<file path="config.mk">
export PLATFORM = sky130hd
export DESIGN_NAME = ffra_queue
export DESIGN_NICKNAME = d
export VERILOG_FILES = /design/src/rtl/first_fit_region_allocator_core_macros.svh /design/src/rtl/ffra_pkg.sv /design/src/rtl/ffra_queue.sv
export SDC_FILE = /design/constraint.sdc
export NUM_CORES = 1
export LEC_CHECK = 0
export ABC_CLOCK_PERIOD_IN_PS = 2009
export BUFFER_PORTS_ARGS = -buffer_cell sky130_fd_sc_hd__buf_2
export CELL_PAD_IN_SITES_DETAIL_PLACEMENT = 0
export CELL_PAD_IN_SITES_GLOBAL_PLACEMENT = 1
export CORE_MARGIN = 5
export CORE_UTILIZATION = 40
export DETAILED_ROUTE_END_ITERATION = 10
export GPL_TIMING_DRIVEN = 0
export MAX_ROUTING_LAYER = met4
export PLACE_DENSITY_LB_ADDON = 0.15
export SLEW_MARGIN = 20
export SYNTH_ARGS = -nofsm -noshare
export SYNTH_HDL_FRONTEND = slang
export SYNTH_SLANG_ARGS = --single-unit
</file>
<file path="constraint.sdc">
create_clock -name clk -period 2.01 [get_ports clk]
set_input_delay 0.201 -clock clk [delete_from_list [all_inputs] [get_ports clk]]
set_output_delay 0.201 -clock clk [all_outputs]
set_load 0.1 [all_outputs]
</file>
<file path="src/rtl/first_fit_region_allocator_core_macros.svh">
// ----------------------------------------------------------------------------
// first_fit_region_allocator_core_macros
// Assertion macros used by the allocator RTL.
// ----------------------------------------------------------------------------
`ifndef FIRST_FIT_REGION_ALLOCATOR_CORE_MACROS_SVH
`define FIRST_FIT_REGION_ALLOCATOR_CORE_MACROS_SVH
`ifndef SYNTHESIS
// Same-cycle implication, disabled during reset
`define FFRA_ASSERT_IMP(label, clk, rst_n, ante, cons, msg) \
  label: assert property (@(posedge clk) disable iff (!rst_n) (ante) |-> (cons)) \
    else $error(msg);
// Next-cycle implication, disabled during reset
`define FFRA_ASSERT_NXT(label, clk, rst_n, ante, cons, msg) \
  label: assert property (@(posedge clk) disable iff (!rst_n) (ante) |=> (cons)) \
    else $error(msg);
`else
`define FFRA_ASSERT_IMP(label, clk, rst_n, ante, cons, msg)
`define FFRA_ASSERT_NXT(label, clk, rst_n, ante, cons, msg)
`endif
`endif

</file>
<file path="src/rtl/ffra_pkg.sv">
// ----------------------------------------------------------------------------
// ffra_pkg
// Types and constants of the first-fit region allocator.
// ----------------------------------------------------------------------------
package ffra_pkg;

  localparam int TABLE_ENTRIES_DEF = 512;
  localparam int PAGE_W  = 20;
  localparam int COUNT_W = 21;
  localparam int ENTRY_W = PAGE_W + COUNT_W;

  // Operation codes
  localparam logic OP_ALLOC   = 1'b0;
  localparam logic OP_RELEASE = 1'b1;

  // Status codes
  localparam logic [1:0] ST_OK        = 2'd0;
  localparam logic [1:0] ST_NO_SPACE  = 2'd1;
  localparam logic [1:0] ST_NOT_FOUND = 2'd2;
  localparam logic [1:0] ST_FREE_FULL = 2'd3;

  // Register indexes
  localparam logic REG_BASE = 1'b0;
  localparam logic REG_POOL = 1'b1;

  localparam logic [31:0] POOL_RESET = 32'd8192;

  // Classified transaction: page count for allocate, first page for release
  typedef struct packed {
    logic               op;
    logic [COUNT_W-1:0] arg;
  } job_t;

endpackage

</file>
<file path="src/rtl/ffra_queue.sv">
// ----------------------------------------------------------------------------
// ffra_queue
// Two-entry queue between the front and back ends.
// ----------------------------------------------------------------------------
module ffra_queue (
  input  logic           clk,
  input  logic           rst_n,
  input  logic           push,
  input  ffra_pkg::job_t push_job,
  input  logic           pop,
  output logic           full,
  output logic           not_empty,
  output ffra_pkg::job_t head_job
);
  import ffra_pkg::*;

  job_t       slot_r [2];
  logic       wr_ptr_r, wr_ptr_nxt;
  logic       rd_ptr_r, rd_ptr_nxt;
  logic [1:0] fill_r, fill_nxt;

  assign full      = (fill_r == 2'd2);
  assign not_empty = (fill_r != 2'd0);
  assign head_job  = slot_r[rd_ptr_r];

  // Advance pointers and fill level
  always_comb begin
    wr_ptr_nxt = push ? ~wr_ptr_r : wr_ptr_r;
    rd_ptr_nxt = pop ? ~rd_ptr_r : rd_ptr_r;
    fill_nxt   = fill_r + {1'b0, push} - {1'b0, pop};
  end

  always_ff @(posedge clk) begin
    if (!rst_n) begin
      wr_ptr_r <= 1'b0;
      rd_ptr_r <= 1'b0;
      fill_r   <= 2'd0;
    end else begin
      wr_ptr_r <= wr_ptr_nxt;
      rd_ptr_r <= rd_ptr_nxt;
      fill_r   <= fill_nxt;
    end
  end

  // Store pushed transaction
  always_ff @(posedge clk) begin
    if (push) begin
      slot_r[wr_ptr_r] <= push_job;
    end
  end

endmodule

</file>
Yosys cells after proc, flatten, opt, wreduce, memory -nomap -nowiden. Memory sizes are Yosys's and may differ from the RTL's. A register that Yosys moved wholly into a read port is not among the register bits. Index checks and enable logic that the tools add are counted.

Flip-flop bits (word level): 4. Bits in latches: 0. Bits in writable memories: 44. Memory bits (read-only): 0. Input bits: 26. Output and inout port bits: 24. Logic and storage cells: 14. Memories kept: 1.

Memories: slot_r (words 2, width 22, read ports 1, clocked after memory_dff 1, wr ports 1, line ffra_queue.sv:17) `job_t slot_r [2];`.

$add $sub $neg: 2. Multipliers: 0. Div/mod/pow operators: 0. $lt $le $gt $ge: 0. Equal/unequal tests: 1. Shifts and indexed selects: 0. Mux-type cells: 4. Bitwise gates (word level): 2. Reduce and logical (&&, ||, !) cells: 1.

Operators by type and width (number): two-way mux 1 bit (4); adder 2 x 1 -> 2 bit (1); == test 2 bit, second input constant (1); inverter 1 bit (2); nonzero test 2 bit (1); subtractor 2 x 1 -> 2 bit (1).

Longest topological paths before layout.
Depth after elaboration: 3. Mapped depth: 6. Mapped depth without buffers: 6.

Worst setup path before layout. Ideal clock, no wire load.

Path kind: reg2out. Start: reg fill_r[1]. End: out full. Arrival time: 1698 ps. Required time: 1809 ps. Path slack: 111 ps. Stages on the path, launching flop included: 2. Path buffers: 0. Cells stage by stage: dfxtp_1 > nor2b_1.

Longest elaborated chain between the ends: 1.

Ends and longest elaborated chain: start, declared (line ffra_queue.sv:20) `logic [1:0] fill_r, fill_nxt;`; start signal, assigned (line ffra_queue.sv:41) `fill_r <= fill_nxt;`; == test 2 bit (line ffra_queue.sv:22) `assign full = (fill_r == 2'd2);`; end, declared (line ffra_queue.sv:11) `output logic full,`.

No other way between the ends.

==> results.md <==
- Final std cell area, no fill: between 2000 and 2500 um2
- CTS Buf Count: 5
- CP arrival: 1.53 ns
- Setup Viol. Count Final: 0
- CTS hold repair buffers: 0
- Slew of the pin with the lowest slew margin: ~0.69 ns
- Unrepaired setup endpoints after global routing: false
- Count of buffers inserted at the top-level ports: slightly below 50
- Count of vias placed by the detailed router: ~900
- Average via count per standard cell: 4.61
- Iter 0 DRT Violations: 24
- Die area: about 6000 um2
- Post-route clock period utilization: between 80% and 90%
- Fin Clk Skew: roughly 0.0074 ns
- Number of synthesized register bits: 49
- R2R Path End: slot_r[1][15]
- CTS tree: yes
- Busiest layer in global routing: met2
- Tightest slew margin relative to the limit: a little over half
- Met2 track demand over resource in global routing: a little under a fifth
- Clk pin slew, worst setup/hold paths: around 0.090 ns
- Number of violations of the max-capacitance limit: 0
- Antenna violations before repair: 0
- Total number of clock tree sinks: 49
- Largest net degree at the start of global routing: 24
- Diodes inserted: 0
- Crit Path Category: register to primary output
- Wire length of the first global-routing pass: 4670 um
- Grt total ovfl: 0
- Post-CTS Repair Setup Buffers: 0
- Number of max-slew violations in the final report: 0
- Fraction of synthesis flops using an asynchronous set or reset pin: 0%
- Status: finished, final reports clean
- Post-Synthesis Cell Area: ~1800 um2
- Main flop type after synthesis: sky130_fd_sc_hd__edfxtp_1
- Proportion of layout cells with a drive suffix above 1: 56.2%
- Cell types with the highest counts after synthesis: 44 x sky130_fd_sc_hd__edfxtp_1, 22 x sky130_fd_sc_hd__mux2_2, 5 x sky130_fd_sc_hd__dfxtp_1
- Placement-stage cell area: 2140 um2
- Starting Density: roughly two fifths
- Category of the worst setup path launch point: register
- Post-CTS sizing: 0
- Worst hold-check path type: input port to register
- Most frequently used cell type in the post-synthesis netlist: sky130_fd_sc_hd__edfxtp_1
- Crit Reg-Reg Startpoint: wr_ptr_r
- Register-to-Register Path Depth: 1
- Synthesized net count: around 120
- IR drop worst, VDD: between 0.6 and 0.7 mV
- Library cell used as clock root buffer: sky130_fd_sc_hd__clkbuf_8
- Post-DP HPWL: around 2100 um
- Endpoint of the most critical setup path: head_job[2]
- Maximum buffer depth of the clock tree: 2
- Library cell with the largest summed area after synthesis: sky130_fd_sc_hd__edfxtp_1
- Seq/Total Area, Yosys: 78.1%
- Shortest clock period the worst path allows after layout: 1.73 ns
- Number of flops mapped to enable cells by yosys: between 40 and 50
- Number of nets in the final layout: around 170
- Clock latency at the later pin of the worst-skew pair: approximately 0.29 ns
- Maximum clock frequency: between 500 and 600 MHz
- Routed WL per cell: between 15 and 20 um
- H-tree Lvls: 2
- Power per cell area: around 1100 nW/um2
- Number of top-level pins: 50
- Top cell type's share of synthesized area: slightly above 70%
- Vert. Die Dim: slightly below 80 um
- Required time of the critical path: 1.81 ns
- Top cells by area in the synthesized netlist: sky130_fd_sc_hd__edfxtp_1 73%, sky130_fd_sc_hd__mux2_2 14%, sky130_fd_sc_hd__dfxtp_1 5.5%
- Hold violation total from the final report: 0
- Synthesis-to-layout area growth: 22.5%
- Routed Wire Length: 3020 um
- R2R Setup Slk: 0.72 ns
- Final Hold Slack: slightly below 0.09 ns
- GRT Resource Usage Total: between 10% and 20%
- Final antenna-violating net count: 0
- Critical Path Sink Type: primary output
- Average instance area after synthesis: a little over 20 um2
- DRC viols: 0
- Std-Cell Rows: 24
- Unique masters post-synth: 12
- Cell leakage power: approximately 0.86 nW
- GR Util met1: 10.1%
- 1st-pass router iterations: 2
- Number of warnings reported in the yosys synthesis log: 0
- Max Fanout on Critical Path: 10
- Area inside the core boundary: roughly 4400 um2
- Weighted congestion at the end of routability-driven global placement: roughly 0.68
- Met3 GRT Util: under 10%
- Via count of the first global-routing pass: about 1,000
- Cells after synthesis: a little under 90
- Horizontal die dimension: between 70 and 80 um
worst min path at each step:
stage                            start             to  slack, ns  cells after the start
after floorplan            push_job[0]   slot_r[0][0]       0.30                      0
after global placement    push_job[15]  slot_r[0][15]       0.39                      1
after detailed placement   push_job[8]   slot_r[1][8]       0.39                      1
after CTS                  push_job[8]   slot_r[1][8]       0.08                      1
after global routing       push_job[6]   slot_r[1][6]       0.08                      1
final                      push_job[8]   slot_r[1][8]       0.09                      1
state kept, by name, indices dropped and copies added (netlist names), named ones only:
name and cells:
wr_ptr_r 1, fill_r 2, rd_ptr_r 1, slot_r 44
critical path, stage by stage (launching register included):
cell and delay [ns]:
sky130_fd_sc_hd__dfxtp_1 0.42, sky130_fd_sc_hd__buf_6 0.19, sky130_fd_sc_hd__mux2_2 0.35, sky130_fd_sc_hd__buf_2 0.29
metrics by stage:
stage          instances  total power [mW]  util [%]  TNS [ns]  setup WS (ns)
2_1_floorplan         89              1.78         -         0          0.111
3_3_place_gp         190              1.87      48.6     -8.03         -0.354
3_5_place_dp         190              1.89      48.7         0          0.336
4_1_cts              198              2.46      50.8         0          0.242
5_1_grt              198              2.52      50.8         0          0.196
6_report             198              2.43      50.8         0          0.279
metal layers:
metal	up-vias	part of all wire [%]
li1	445	-
met1	436	38
met2	26	54
met3	6	7.0
met4	0	1.4
met5	-	0
cell type report:
| type | count | area (um2) |
|---|---|---|
| buffer | 2 | 22.5 |
| clock buffer | 8 | 90.1 |
| fill | 383 | 2160 |
| inverter | 2 | 7.51 |
| multi-input combinational | 36 | 377 |
| sequential | 49 | 1420 |
| tap | 52 | 65.1 |
| timing repair buffer | 49 | 245 |
power by group:
part           switching (mW)  leakage, nW  internal, mW  total [mW]
sequential             0.0225        0.455          1.17        1.20
combinational           0.516        0.363         0.144       0.660
clock                   0.292       0.0455         0.281       0.573
cell usage in the layout (no fill, tap or decap):
cell / n
sky130_fd_sc_hd__buf_2: 49
sky130_fd_sc_hd__edfxtp_1: 44
sky130_fd_sc_hd__mux2_2: 22
sky130_fd_sc_hd__clkbuf_8: 6
sky130_fd_sc_hd__dfxtp_1: 5
sky130_fd_sc_hd__and2_1: 3
sky130_fd_sc_hd__nor2b_1: 3
sky130_fd_sc_hd__inv_1: 2
sky130_fd_sc_hd__buf_6: 2
sky130_fd_sc_hd__ha_1: 2
sky130_fd_sc_hd__clkbuf_1: 2
sky130_fd_sc_hd__or2_2: 1
sky130_fd_sc_hd__and2_2: 1
sky130_fd_sc_hd__xor2_1: 1
sky130_fd_sc_hd__nor2b_4: 1
sky130_fd_sc_hd__o21a_1: 1
sky130_fd_sc_hd__xnor3_1: 1
logic make-up (layout without fill, tap and decap cells):
kind of cell    after synthesis  after routing  share of synthesized area (%)
compound gates                1              1                          0.413
xor+xnor                      2              2                           1.72
fa+ha+maj                     2              2                           1.38
buf+inv                       4             61                           1.65
flops                        49             49                           78.1
mux                          22             22                           13.6
simple gates                  9              9                           3.09
No activity file was read; power rests on OpenSTA's default activity.
