**config.mk**
```make
export PLATFORM = sky130hd
export DESIGN_NAME = ffra_front
export DESIGN_NICKNAME = d
export VERILOG_FILES = /design/src/rtl/first_fit_region_allocator_core_macros.svh /design/src/rtl/ffra_pkg.sv /design/src/rtl/ffra_front.sv
export SDC_FILE = /design/constraint.sdc
export NUM_CORES = 1
export LEC_CHECK = 0
export ABC_AREA = 1
export BUFFER_PORTS_ARGS = -buffer_cell sky130_fd_sc_hd__buf_2
export CORE_UTILIZATION = 33
export DETAILED_ROUTE_END_ITERATION = 10
export SLEW_MARGIN = 10
export SYNTH_ARGS = -nofsm -noshare
export SYNTH_HDL_FRONTEND = slang
export SYNTH_SLANG_ARGS = --single-unit
```
**constraint.sdc**
```tcl
create_clock -name vclk -period 2.2
set_input_delay 0.22 -clock vclk [all_inputs]
set_output_delay 0.22 -clock vclk [all_outputs]
set_load 0.01 [all_outputs]
```
**src/rtl/first_fit_region_allocator_core_macros.svh**
```systemverilog
// ----------------------------------------------------------------------------
// first_fit_region_allocator_core_macros
// Assertion macros used by the allocator RTL.
// ----------------------------------------------------------------------------
`ifndef FIRST_FIT_REGION_ALLOCATOR_CORE_MACROS_SVH
`define FIRST_FIT_REGION_ALLOCATOR_CORE_MACROS_SVH
`ifndef SYNTHESIS
// Same-cycle implication, disabled during reset
`define FFRA_ASSERT_IMP(label, clk, rst_n, ante, cons, msg) \
  label: assert property (@(posedge clk) disable iff (!rst_n) (ante) |-> (cons)) \
    else $error(msg);
// Next-cycle implication, disabled during reset
`define FFRA_ASSERT_NXT(label, clk, rst_n, ante, cons, msg) \
  label: assert property (@(posedge clk) disable iff (!rst_n) (ante) |=> (cons)) \
    else $error(msg);
`else
`define FFRA_ASSERT_IMP(label, clk, rst_n, ante, cons, msg)
`define FFRA_ASSERT_NXT(label, clk, rst_n, ante, cons, msg)
`endif
`endif

```
**src/rtl/ffra_pkg.sv**
```systemverilog
// ----------------------------------------------------------------------------
// ffra_pkg
// Types and constants of the first-fit region allocator.
// ----------------------------------------------------------------------------
package ffra_pkg;

  localparam int TABLE_ENTRIES_DEF = 512;
  localparam int PAGE_W  = 20;
  localparam int COUNT_W = 21;
  localparam int ENTRY_W = PAGE_W + COUNT_W;

  // Operation codes
  localparam logic OP_ALLOC   = 1'b0;
  localparam logic OP_RELEASE = 1'b1;

  // Status codes
  localparam logic [1:0] ST_OK        = 2'd0;
  localparam logic [1:0] ST_NO_SPACE  = 2'd1;
  localparam logic [1:0] ST_NOT_FOUND = 2'd2;
  localparam logic [1:0] ST_FREE_FULL = 2'd3;

  // Register indexes
  localparam logic REG_BASE = 1'b0;
  localparam logic REG_POOL = 1'b1;

  localparam logic [31:0] POOL_RESET = 32'd8192;

  // Classified transaction: page count for allocate, first page for release
  typedef struct packed {
    logic               op;
    logic [COUNT_W-1:0] arg;
  } job_t;

endpackage

```
**src/rtl/ffra_front.sv**
```systemverilog
// ----------------------------------------------------------------------------
// ffra_front
// Accepts requests and turns them into page-based jobs.
// ----------------------------------------------------------------------------
module ffra_front (
  input  logic           in_valid,
  input  logic           in_opcode,
  input  logic [31:0]    in_request_bytes,
  input  logic [31:0]    in_release_address,
  input  logic [31:0]    pool_base,
  input  logic           queue_full,
  output logic           in_stall,
  output logic           push,
  output ffra_pkg::job_t push_job
);
  import ffra_pkg::*;

  logic [COUNT_W-1:0] pages;
  logic [31:0]        offset;

  assign in_stall = queue_full;
  assign push     = in_valid && !queue_full;

  // Round bytes up to pages, at least one; release address to pool page
  always_comb begin
    pages = {1'b0, in_request_bytes[31:12]} + COUNT_W'(|in_request_bytes[11:0]);
    if (pages == '0) begin
      pages = COUNT_W'(1);
    end
    offset       = in_release_address - pool_base;
    push_job.op  = in_opcode;
    push_job.arg = (in_opcode == OP_ALLOC) ? pages : {1'b0, offset[31:12]};
  end

endmodule

```
# == Yosys cells after proc, flatten, opt, wreduce, memory -nomap -nowiden ==
# Index checks and enable logic that the tools add are counted.
# word_totals
register_bits,0
in_bits,99
output_inout_bits,24
elab_cells,8
# classes
n_addsub,2
mux,2
n_reduce_logical,4
# ops
cell,count
21-bit 2-to-1 mux,2
32-bit subtractor,1
20-bit by 1-bit adder with 21-bit output,1
21-bit zero test,1
12-bit OR reduction,1
1-bit logical AND,1
1-bit zero test,1

# == Longest topological paths before layout ==
# Gate-level depths: netlist of run 1.
# depth
word_depth,5
ltp_mapped,17

# == Least setup slack after synthesis of run 1 ==
# Ideal clock, no wire load.
# synth_timing
path_kind,in2out
from,in in_request_bytes[5]
to,out push_job[0] (netlist name)
arrival_ps,1682
required_time_ps,1980
slack_ps,298
cell_stages,16
cell_sequence,nor4_1 > nand3_1 > ha_1 > nand2_4 > nor2_2 > nand2_2 > nand2_1 > nand2_1 > nand2_1 > nor2_1 > nand3_1 > nor2_1 > nand2_1 > nand2_1 > nand2_1 > nand2_1
# synth_lines
element,line,text
"start, declared",ffra_front.sv:8,"input logic [31:0] in_request_bytes,"
"end, declared",ffra_front.sv:14,output ffra_pkg::job_t push_job

==> results of run 1 <==
## how the worst max path moves through the flow
stage / from / endpoint / depth (start not counted)
floorplan: in_request_bytes[5] / push_job[0] / 16
global placement: in_request_bytes[1] / push_job[0] / 15
detailed placement: in_request_bytes[9] / push_job[0] / 15
CTS: in_request_bytes[10] / push_job[0] / 15
global route: in_request_bytes[10] / push_job[0] / 18
finish: in_request_bytes[10] / push_job[0] / 15
## power groups by stage
| stage | registers [mW] | clock network [mW] | logic, mW |
|---|---|---|---|
| after floorplan | 0 | 0 | 0.504 |
| after global routing | 0 | 0 | 1.05 |
| after global placement | 0 | 0 | 0.826 |
| after CTS | 0 | 0 | 0.849 |
| final | 0 | 0 | 0.948 |
| after detailed placement | 0 | 0 | 0.833 |
## layout by cell type (no fill, tap or decap), drive strengths merged
master and instances:
o21a 4, nand2 186, nor3 6, nand4 5, nor4 4, a21o 4, nand3b 9, o21bai 6
xor2 4, inv 77, nor2 74, o21ai 35, o22ai 1, and2 2, nand3 44, buf 157
ha 32, or2 1, a21oi 51, xnor2 1
## through the flow
step	setup WS (ns)	hold slack, ns
final	-0.0592	0.639
after floorplan	0.298	0.488
after global routing	-0.191	0.663
after CTS	-0.0775	0.642
after detailed placement	-0.137	0.643
after global placement	-0.104	0.639
## logic make-up after synthesis
logic type	share of synthesized area (%)
buffers and inverters	11.7
adder cells (fa/ha/maj)	14.6
XOR/XNOR	1.60
AND/OR/NAND/NOR	52.2
AO/OA/AOI/OAI	19.8
## repair_timing
action / in CTS / in global routing
hold endpoints to repair: 0 / 0
pin swaps: 10 / 19
setup endpoints to repair: 1 / 19
buffers inserted: 3 / 2
gates resized for setup: 7 / 73
## layer usage
layer	vias to the layer above	GRT usage (%)	wire (um)
met5	-	0	0
met4	0	2.95	114
met3	17	0.488	529
met2	149	40.4	4810
met1	1758	27.3	4440
li1	2097	-	-
## area by class of cell
type,instances,area [um2]
multi-input combinational,469,2680
tap,102,128
fill,897,3890
inverter,77,289
timing repair buffer,157,896
==> results by group, run 1 <==
Run status
  – Status: finished with violations
  – Failing checks: negative setup slack

Synthesis
  – Synth warnings: 0
  – Most frequent cells after synthesis: nand2_1, inv_1, nor2_1
  – Most area-consuming cells after synthesis: nand2_1, ha_1, inv_1
  – Average cell area after synthesis: ~5 um2
  – Syn_nets: between 600 and 700
  – Cells after synthesis: between 500 and 600
  – Post-synth cell types: 32
  – Post-synth top area share: between 20% and 30%
  – Register area share after synthesis: 0%
  – Cell taking the most area after synthesis: nand2_1
  – Synth Cell Area: ~2700 um2
  – Most common cell in the netlist: nand2_1

Power
  – Clock Power Share: 0%
  – Tot Pwr: 0.948 mW
  – VDD IR max: approximately 0.000086 V
  – Pleak: about 2.2 nW
  – NetSw: 0.552 mW
  – Logic pwr share: 100.0%
  – Power Density: ~240 nW/um2
  – Int Pwr: roughly 0.40 mW
  – Switching Share: between 50% and 60%
  – Sequential power share: 0%

Placement
  – DP HPWL: around 8.4 mm
  – # port buffers: roughly 120
  – Placed cell count: ~800
  – Gpl congestion: 0.911
  – Placed inst area: approximately 3700 um2

Setup path
  – Startpoint types: primary input
  – Worst Path Buf+Inv: 2
  – Crit path max-delay cell type: nor4_4
  – Most frequent CP cell: nand2_1
  – CP arrival: approximately 2.0 ns
  – Crit path cell chain: buf_6 > nor4_4 > nand3_1 > ha_2 > nand2_4 > nor2_8 > nand4_1 > xor2_1 > nand2_1 > nor2_1 > nand2_1 > nand2_1 > nand2_1 > nand2_1 > buf_2
  – Top Family by Delay on Critical Path: simple AND/OR/NAND/NOR gates
  – Critical-path maximum fanout: 8
  – Critical path's largest stage delay: 0.25 ns
  – Critical Path RT: just under 2 ns
  – Critical path class: in2out
  – Critical Path End Type: primary output

Cells and area
  – Finished layout cell area: around 4000 um2
  – Clock buffers: 0
  – Area Growth Syn to Fin: 46.1%
  – Antenna Cells: 0
  – FF/Latch Area: 0 um2
  – Share of cells above drive strength 1: 32.6%
  – Sequential cells: 0
  – Final #Nets: 836
  – End-of-flow core utilization: 50.7%
  – Non-filler instance count after layout: about 810

Global routing
  – Gr usage total: 21.4%
  – Gr ovfl total: 0
  – Initial antenna violation count: 0
  – First-pass GRT wire length: around 15 mm
  – Largest net degree at the start of global routing: 23
  – Vias in the first global route: about 3700

Timing
  – Min Tclk post-route: around 2.3 ns
  – Setup Viol. Count Final: 1
  – Fin. Hold Viols: 0
  – RSZ-0062 raised after global routing: true
  – Slew HR: between 70% and 80%
  – Worst setup margin: -0.0592 ns
  – Setup TNS: -0.0592 ns
  – Pin slew with the least headroom to its limit: approximately 0.40 ns
  – Tcrit/Tclk final: 103%
  – Final Max Tran Viols: 0
  – Highest clock rate: about 440 MHz

Drt
  – Wire per inst: 12.3 um
  – Final wirelength: 9.90 mm
  – Pre-Repair DR Iteration Count: 5
  – Starting DRT DRC Count: between 150 and 200
  – Vias: 4021
  – Final antenna-violating net count: 0
  – Drt via density: around 5.0
  – DR DRC count: 0

Die
  – # IOs: approximately 120
  – Num rows: 32
  – Die span in y: roughly 93 um
  – Core Area: 7890 um2
  – Die width: approximately 93 um
  – Total die area: about 8700 um2
  – Initial cell density of the core: about a third

Clock tree
  – Post-CTS Hold Buffers: 0

Flow run
  – Maxcap violations: 0

Worst hold path
  – Hold EP: in_stall
  – Hold Path Class: in2out
  – Worst hold path cell count: 2
  – Worst hold path startpoint: queue_full
Note: power is estimated with default switching activity, not from simulation.
==> run 2, diff against run 1 <==
--- a/config.mk
+++ b/config.mk
@@ -5,7 +5,6 @@
 export SDC_FILE = /design/constraint.sdc
 export NUM_CORES = 1
 export LEC_CHECK = 0
-export ABC_AREA = 1
 export BUFFER_PORTS_ARGS = -buffer_cell sky130_fd_sc_hd__buf_2
 export CORE_UTILIZATION = 33
 export DETAILED_ROUTE_END_ITERATION = 10
==> results by group, run 2 <==
Run status
  – Status: finished with violations
  – Failing checks: negative setup slack

Worst hold path
  – Hold Path Class: in2out

Timing
  – Fin. Hold Viols: 0
  – Slew HR: approximately 72%
  – RSZ-0062 raised after global routing: true
  – Worst setup margin: -0.820 ns
  – Fin Hold WS: approximately 0.65 ns
  – Min Tclk post-route: ~3 ns
  – Pin slew with the least headroom to its limit: around 0.41 ns
  – Highest clock rate: about 330 MHz
  – Final Max Tran Viols: 0
  – Setup Viol. Count Final: 20
  – Tcrit/Tclk final: 137%

Power
  – NetSw: around 0.48 mW
  – Pleak: approximately 2 nW
  – Switching Share: 47.4%
  – Clock Power Share: 0%
  – Int Pwr: between 0.5 and 0.6 mW
  – Sequential power share: 0%
  – Power Density: approximately 240 nW/um2
  – Logic pwr share: 100.0%
  – VDD IR max: 0.000154 V
  – Tot Pwr: between 1 and 1.5 mW

Drt
  – DR DRC count: 0
  – Starting DRT DRC Count: 88
  – Final antenna-violating net count: 0
  – Vias: 3063
  – Final wirelength: 7.89 mm
  – Drt via density: 5.21
  – Pre-Repair DR Iteration Count: 4
  – Wire per inst: 13.4 um

Placement
  – # port buffers: between 100 and 150
  – DP HPWL: about 6.2 mm
  – Gpl congestion: 0.883
  – DP Worst Slack: -0.892 ns

Die
  – Initial cell density of the core: around a third
  – Core Area: 6060 um2
  – Total die area: ~6800 um2
  – Die width: ~82 um
  – Die span in y: between 80 and 90 um
  – # IOs: ~120
  – Num rows: 28

Cells and area
  – Final #Nets: 646
  – Multi-input gate area: around 2500 um2
  – Clock buffers: 0
  – Layout fillers: between 500 and 600
  – FF/Latch Area: 0 um2
  – Sequential cells: 0
  – Most frequent cells in the layout: buf_2, buf_4, inv_1, nand2_1, buf_6
  – Commonest non-fill, non-tap cell in the layout: buf_2
  – Antenna Cells: 0
  – Area Growth Syn to Fin: 92.5%
  – End-of-flow core utilization: 67.8%
  – Share of cells above drive strength 1: about three fifths

Setup path
  – Critical Path RT: 1.98 ns
  – CP arrival: about 2.8 ns
  – Crit path max-delay cell type: or4_1
  – Critical-path maximum fanout: 4
  – Top Family by Delay on Critical Path: compound AO/OA/AOI/OAI gates
  – Worst Path Buf+Inv: 2
  – Critical Path End Type: primary output
  – Critical path class: in2out
  – Critical path's largest stage delay: about 0.4 ns
  – Crit path cell chain: buf_6 > nor4_4 > nand3_2 > ha_4 > xnor2_2 > a31oi_1 > or4_1 > a211o_1 > a2111oi_4 > a41o_1 > nor2_2 > a311oi_2 > buf_2
  – Startpoint types: primary input

Synthesis
  – Most frequent cells after synthesis: inv_1, ha_1, nand2_1
  – Most area-consuming cells after synthesis: ha_1, xnor2_1, inv_1
  – Cells after synthesis: 316
  – Most common cell in the netlist: inv_1
  – Post-synth top area share: a little under a fifth
  – Register area share after synthesis: 0%
  – Post-synth cell types: 53
  – Synth warnings: 0
  – Syn_nets: between 400 and 500
  – Cell taking the most area after synthesis: ha_1
  – Synth Cell Area: 2130 um2
  – Average cell area after synthesis: 6.75 um2

Global routing
  – Vias in the first global route: approximately 2800
  – Largest net degree at the start of global routing: 16
  – Initial antenna violation count: 0
  – Gr ovfl total: 0
  – First-pass GRT wire length: 12.1 mm
  – Gr usage total: between 20% and 30%

Flow run
  – Maxcap violations: 0
## run 2: cell count changes in the layout (fill, tap and decap cells not counted), moves of 10 or more
cell     delta
xnor2_1    +16
nor2_1     -47
a21oi_1    -19
a21o_1     +11
nand3_1    -34
nand2_1   -148
buf_4      +43
o21ai_1    -10
a21oi_2    -15
inv_1      -49
buf_6      +15
## run 2: kinds of logic after synthesis
logic type      count (synthesis)  share of synthesized area, %
xor+xnor                       31                          12.7
buf+inv                        48                          10.3
mux                             1                         0.528
simple gates                  105                          26.0
fa+ha+maj                      32                          18.8
compound gates                 99                          31.7
## run 2: final timing paths
path	cells past startpoint	slack, ns	from	to
setup / recovery	13	-0.82	in_request_bytes[2]	push_job[0]
hold / removal	2	0.65	queue_full	in_stall
## run 2: repair_timing
| item | in CTS | in global routing |
|---|---|---|
| pin swaps | 31 | 39 |
| hold buffers | 0 | 0 |
| setup buffers | 3 | 5 |
| resized for setup | 63 | 48 |
| endpoints found under the setup margin | 20 | 20 |
## run 2: layout make-up
class | count | area share [%]
Inverter | 37 | 3.81
Timing Repair Buffer | 208 | 33.2
Tap cell | 75 | 2.29
Multi-Input combinational cell | 268 | 60.7
## run 2: per-stage QoR
stage	TNS (ns)	instance area, um2	std cells
after global placement	-11.53	3490	581
final	-9.98	4110	588
after global routing	-11.94	4110	588
after floorplan	-3.40	2280	316
after detailed placement	-12.45	3490	581
after CTS	-10.41	3840	584
## run 2: power by group through the flow
stage | registers (mW) | logic (mW) | clock network [mW]
after floorplan | 0 | 0.438 | 0
after detailed placement | 0 | 0.798 | 0
final | 0 | 1.00 | 0
after CTS | 0 | 0.905 | 0
after global routing | 0 | 1.09 | 0
after global placement | 0 | 0.786 | 0
## run 2: routing by layer
| layer | routed length (um) | vias to the layer above | share of wire, % | track usage, % |
|---|---|---|---|---|
| li1 | - | 1556 | - | - |
| met4 | 47 | 0 | 0.60 | 1.23 |
| met1 | 3520 | 1412 | 45 | 28.5 |
| met2 | 4000 | 91 | 51 | 42.1 |
| met3 | 323 | 4 | 4.1 | 0.440 |
| met5 | 0 | - | 0 | 0 |
==> run 3, diff against run 2 <==
--- a/config.mk
+++ b/config.mk
@@ -6,8 +6,9 @@
 export NUM_CORES = 1
 export LEC_CHECK = 0
 export BUFFER_PORTS_ARGS = -buffer_cell sky130_fd_sc_hd__buf_2
-export CORE_UTILIZATION = 33
+export CORE_UTILIZATION = 47
 export DETAILED_ROUTE_END_ITERATION = 10
+export PLACE_DENSITY = 0.92
 export SLEW_MARGIN = 10
 export SYNTH_ARGS = -nofsm -noshare
 export SYNTH_HDL_FRONTEND = slang
==> results by group, run 3 <==
Synthesis
  – Post-synth top area share: 18.8%
  – Synth Cell Area: roughly 2100 um2
  – Most frequent cells after synthesis: inv_1, ha_1, nand2_1
  – Most area-consuming cells after synthesis: ha_1, xnor2_1, inv_1
  – Cell taking the most area after synthesis: ha_1
  – Post-synth cell types: between 50 and 60
  – Average cell area after synthesis: slightly below 7 um2
  – Synth warnings: 0
  – Most common cell in the netlist: inv_1
  – Register area share after synthesis: 0%
  – Cells after synthesis: between 300 and 400
  – Syn_nets: approximately 450

Global routing
  – Gr ovfl total: between 60 and 70
  – Gr usage total: between 70% and 80%
  – Largest net degree at the start of global routing: 27

Placement
  – DP Worst Slack: -0.946 ns
  – # port buffers: around 120
  – DP HPWL: approximately 6.9 mm
  – Gpl congestion: between 0.9 and 1

Run status
  – Failed at: 5_1_grt
  – Tool Error: [ERROR GRT-0232] Routing congestion too high. Check the congestion heatmap in the GUI.
  – Status: did not finish

Die
  – Die span in y: 69.4 um
  – Die width: slightly below 70 um
  – # IOs: approximately 120
  – Initial cell density of the core: about half
  – Num rows: 24

Timing
  – Last worst endpoint in the global-route repair_timing: push_job[0]
  – Worst EP kind: top-level output
run 3: cell counts after synthesis:
Identical to the previous run, type by type.
run 3: routing by layer:
metal / GRT overflow / global-route usage, %
met4: 26 / 88.9
met2: 37 / 99.1
met3: 0 / 51.7
met5: 0 / 0
met1: 0 / 72.8
run 3: cell families after synthesis:
group                      after synthesis  synth area share [%]
muxes                                    1                 0.528
AOI/OAI and AO/OA                       99                  31.7
and+or+nand+nor                        105                  26.0
xor gates and xnor gates                31                  12.7
adders and majority gates               32                  18.8
buffers and inverters                   48                  10.3
run 3: metrics by stage:
| step | cell area (um2) | hold WS [ns] | cells | util [%] | setup TNS (ns) |
|---|---|---|---|---|---|
| after floorplan | 2280 | 0.486 | 316 | - | -3.40 |
| after global placement | 3420 | 0.638 | 552 | 78.5 | -10.46 |
| after detailed placement | 3420 | 0.646 | 552 | 78.5 | -12.65 |
| after CTS | 3800 | 0.646 | 559 | 87.3 | -10.15 |
run 3: timing repair:
action	CTS
pin swaps	29
cloned	0
setup endpoints to repair	20
gates resized for setup	63
hold buffers	0
buffers inserted	7
==> run 4, diff against run 3 <==
--- a/config.mk
+++ b/config.mk
@@ -6,9 +6,9 @@
 export NUM_CORES = 1
 export LEC_CHECK = 0
 export BUFFER_PORTS_ARGS = -buffer_cell sky130_fd_sc_hd__buf_2
-export CORE_UTILIZATION = 47
+export CORE_UTILIZATION = 39
 export DETAILED_ROUTE_END_ITERATION = 10
-export PLACE_DENSITY = 0.92
+export PLACE_DENSITY_LB_ADDON = 0.15
 export SLEW_MARGIN = 10
 export SYNTH_ARGS = -nofsm -noshare
 export SYNTH_HDL_FRONTEND = slang
==> results by group, run 4 (synthesized netlist as in run 2, its figures left out) <==
Run status
  – Status: finished with violations
  – Failing checks: negative setup slack

Timing
  – Fin. Hold Viols: 0
  – Worst setup margin: -0.879 ns
  – Final Max Tran Viols: 0
  – Pin slew with the least headroom to its limit: 0.533 ns
  – Min Tclk post-route: approximately 3.1 ns
  – Slew HR: between 60% and 70%
  – Setup TNS: -10.49 ns
  – Setup Viol. Count Final: 20
  – Highest clock rate: approximately 320 MHz
  – RSZ-0062 raised after global routing: true
  – Tcrit/Tclk final: 140%

Clock tree
  – Post-CTS Hold Buffers: 0

Die
  – Die width: around 76 um
  – Core Area: a little over 5000 um2
  – Die span in y: about 76 um
  – Initial cell density of the core: 41.2%
  – # IOs: 123
  – Num rows: 26
  – Total die area: about 5800 um2

Power
  – Tot Pwr: between 0.9 and 1 mW
  – Logic pwr share: 100.0%
  – VDD IR max: around 0.00013 V
  – Int Pwr: 0.498 mW
  – Sequential power share: 0%
  – Pleak: 1.99 nW
  – Clock Power Share: 0%
  – Switching Share: around 48%
  – Power Density: approximately 240 nW/um2
  – NetSw: around 0.46 mW

Setup path
  – Critical-path maximum fanout: 4
  – Critical path class: in2out
  – Critical Path End Type: primary output
  – Startpoint types: primary input
  – Critical Path RT: 1.98 ns
  – CP arrival: around 2.9 ns

Placement
  – DP HPWL: just under 6 mm
  – # port buffers: 123
  – DP Worst Slack: -0.906 ns
  – Gpl congestion: approximately 0.95

Cells and area
  – End-of-flow core utilization: between 70% and 80%
  – Area Growth Syn to Fin: 85.9%
  – Multi-input gate area: between 2000 and 2500 um2
  – Final #Nets: 637
  – Most frequent cells in the layout: buf_2, buf_4, inv_1, nand2_1, ha_1
  – Share of cells above drive strength 1: 55.4%
  – FF/Latch Area: 0 um2
  – Clock buffers: 0
  – Commonest non-fill, non-tap cell in the layout: buf_2
  – Sequential cells: 0
  – Layout fillers: about 400

Drt
  – Wire per inst: 13.7 um
  – Final antenna-violating net count: 0
  – Starting DRT DRC Count: 136
  – Final wirelength: 7.89 mm
  – Pre-Repair DR Iteration Count: 4
  – DR DRC count: 0
  – Drt via density: between 5 and 6
  – Vias: slightly above 3000

Worst hold path
  – Hold Path Class: in2out

Global routing
  – Gr usage total: 24.2%
  – Vias in the first global route: around 2900
  – Gr ovfl total: 0
  – Largest net degree at the start of global routing: 27
  – First-pass GRT wire length: between 10 and 15 mm
  – Initial antenna violation count: 1

Flow run
  – Maxcap violations: 0
## run 4: power by group through the flow
stage            Clock (mW)  Combinational [mW]  Sequential [mW]
5_1_grt        0.0000000607                1.04                0
3_5_place_dp              0               0.783                0
2_1_floorplan             0               0.438                0
4_1_cts                   0               0.877                0
6_report       0.0000000608               0.962                0
3_3_place_gp              0               0.766                0
## run 4: repair_timing
| item | CTS | global route |
|---|---|---|
| buffers inserted | 1 | 2 |
| pin swaps | 31 | 26 |
| gates resized for setup | 57 | 34 |
| endpoints found under the setup margin | 20 | 21 |
| endpoints found under the hold margin | 0 | 0 |
## run 4: final cells by class
cell class,count,share of cell area (%)
tap,70,2.21
multi-input combinational,268,61.4
inverter,37,3.88
antenna,1,0.0631
timing repair buffer,199,32.4
## run 4: stage by stage
stage	area [um2]	std cells	hold WS, ns
after floorplan	2280	316	0.486
after global placement	3450	571	0.638
after detailed placement	3450	571	0.640
after CTS	3750	572	0.639
after global routing	3970	575	0.654
final	3970	575	0.639
## run 4: final timing paths
check / cells past startpoint / to / start / slack (ns)
worst max-delay path: 13 / push_job[0] / in_request_bytes[6] / -0.88
worst min-delay path: 2 / in_stall / queue_full / 0.64
## run 4: layer usage
metal	GRT usage [%]	vias up	share of wire, %
met5	0	-	0
met2	45.0	120	49
li1	-	1547	-
met4	2.88	0	2.3
met1	31.1	1398	43
met3	1.81	14	5.6
## run 4: critical path, stage by stage
cell and delay [ns]:
buf_6 0.09, nor4_4 0.29, nand3_2 0.17, ha_4 0.22
and3_4 0.18, and4_4 0.15, o31a_1 0.24, a211o_1 0.29
a2111oi_2 0.22, a41o_1 0.31, nor2_2 0.06, a311oi_2 0.24
buf_2 0.17
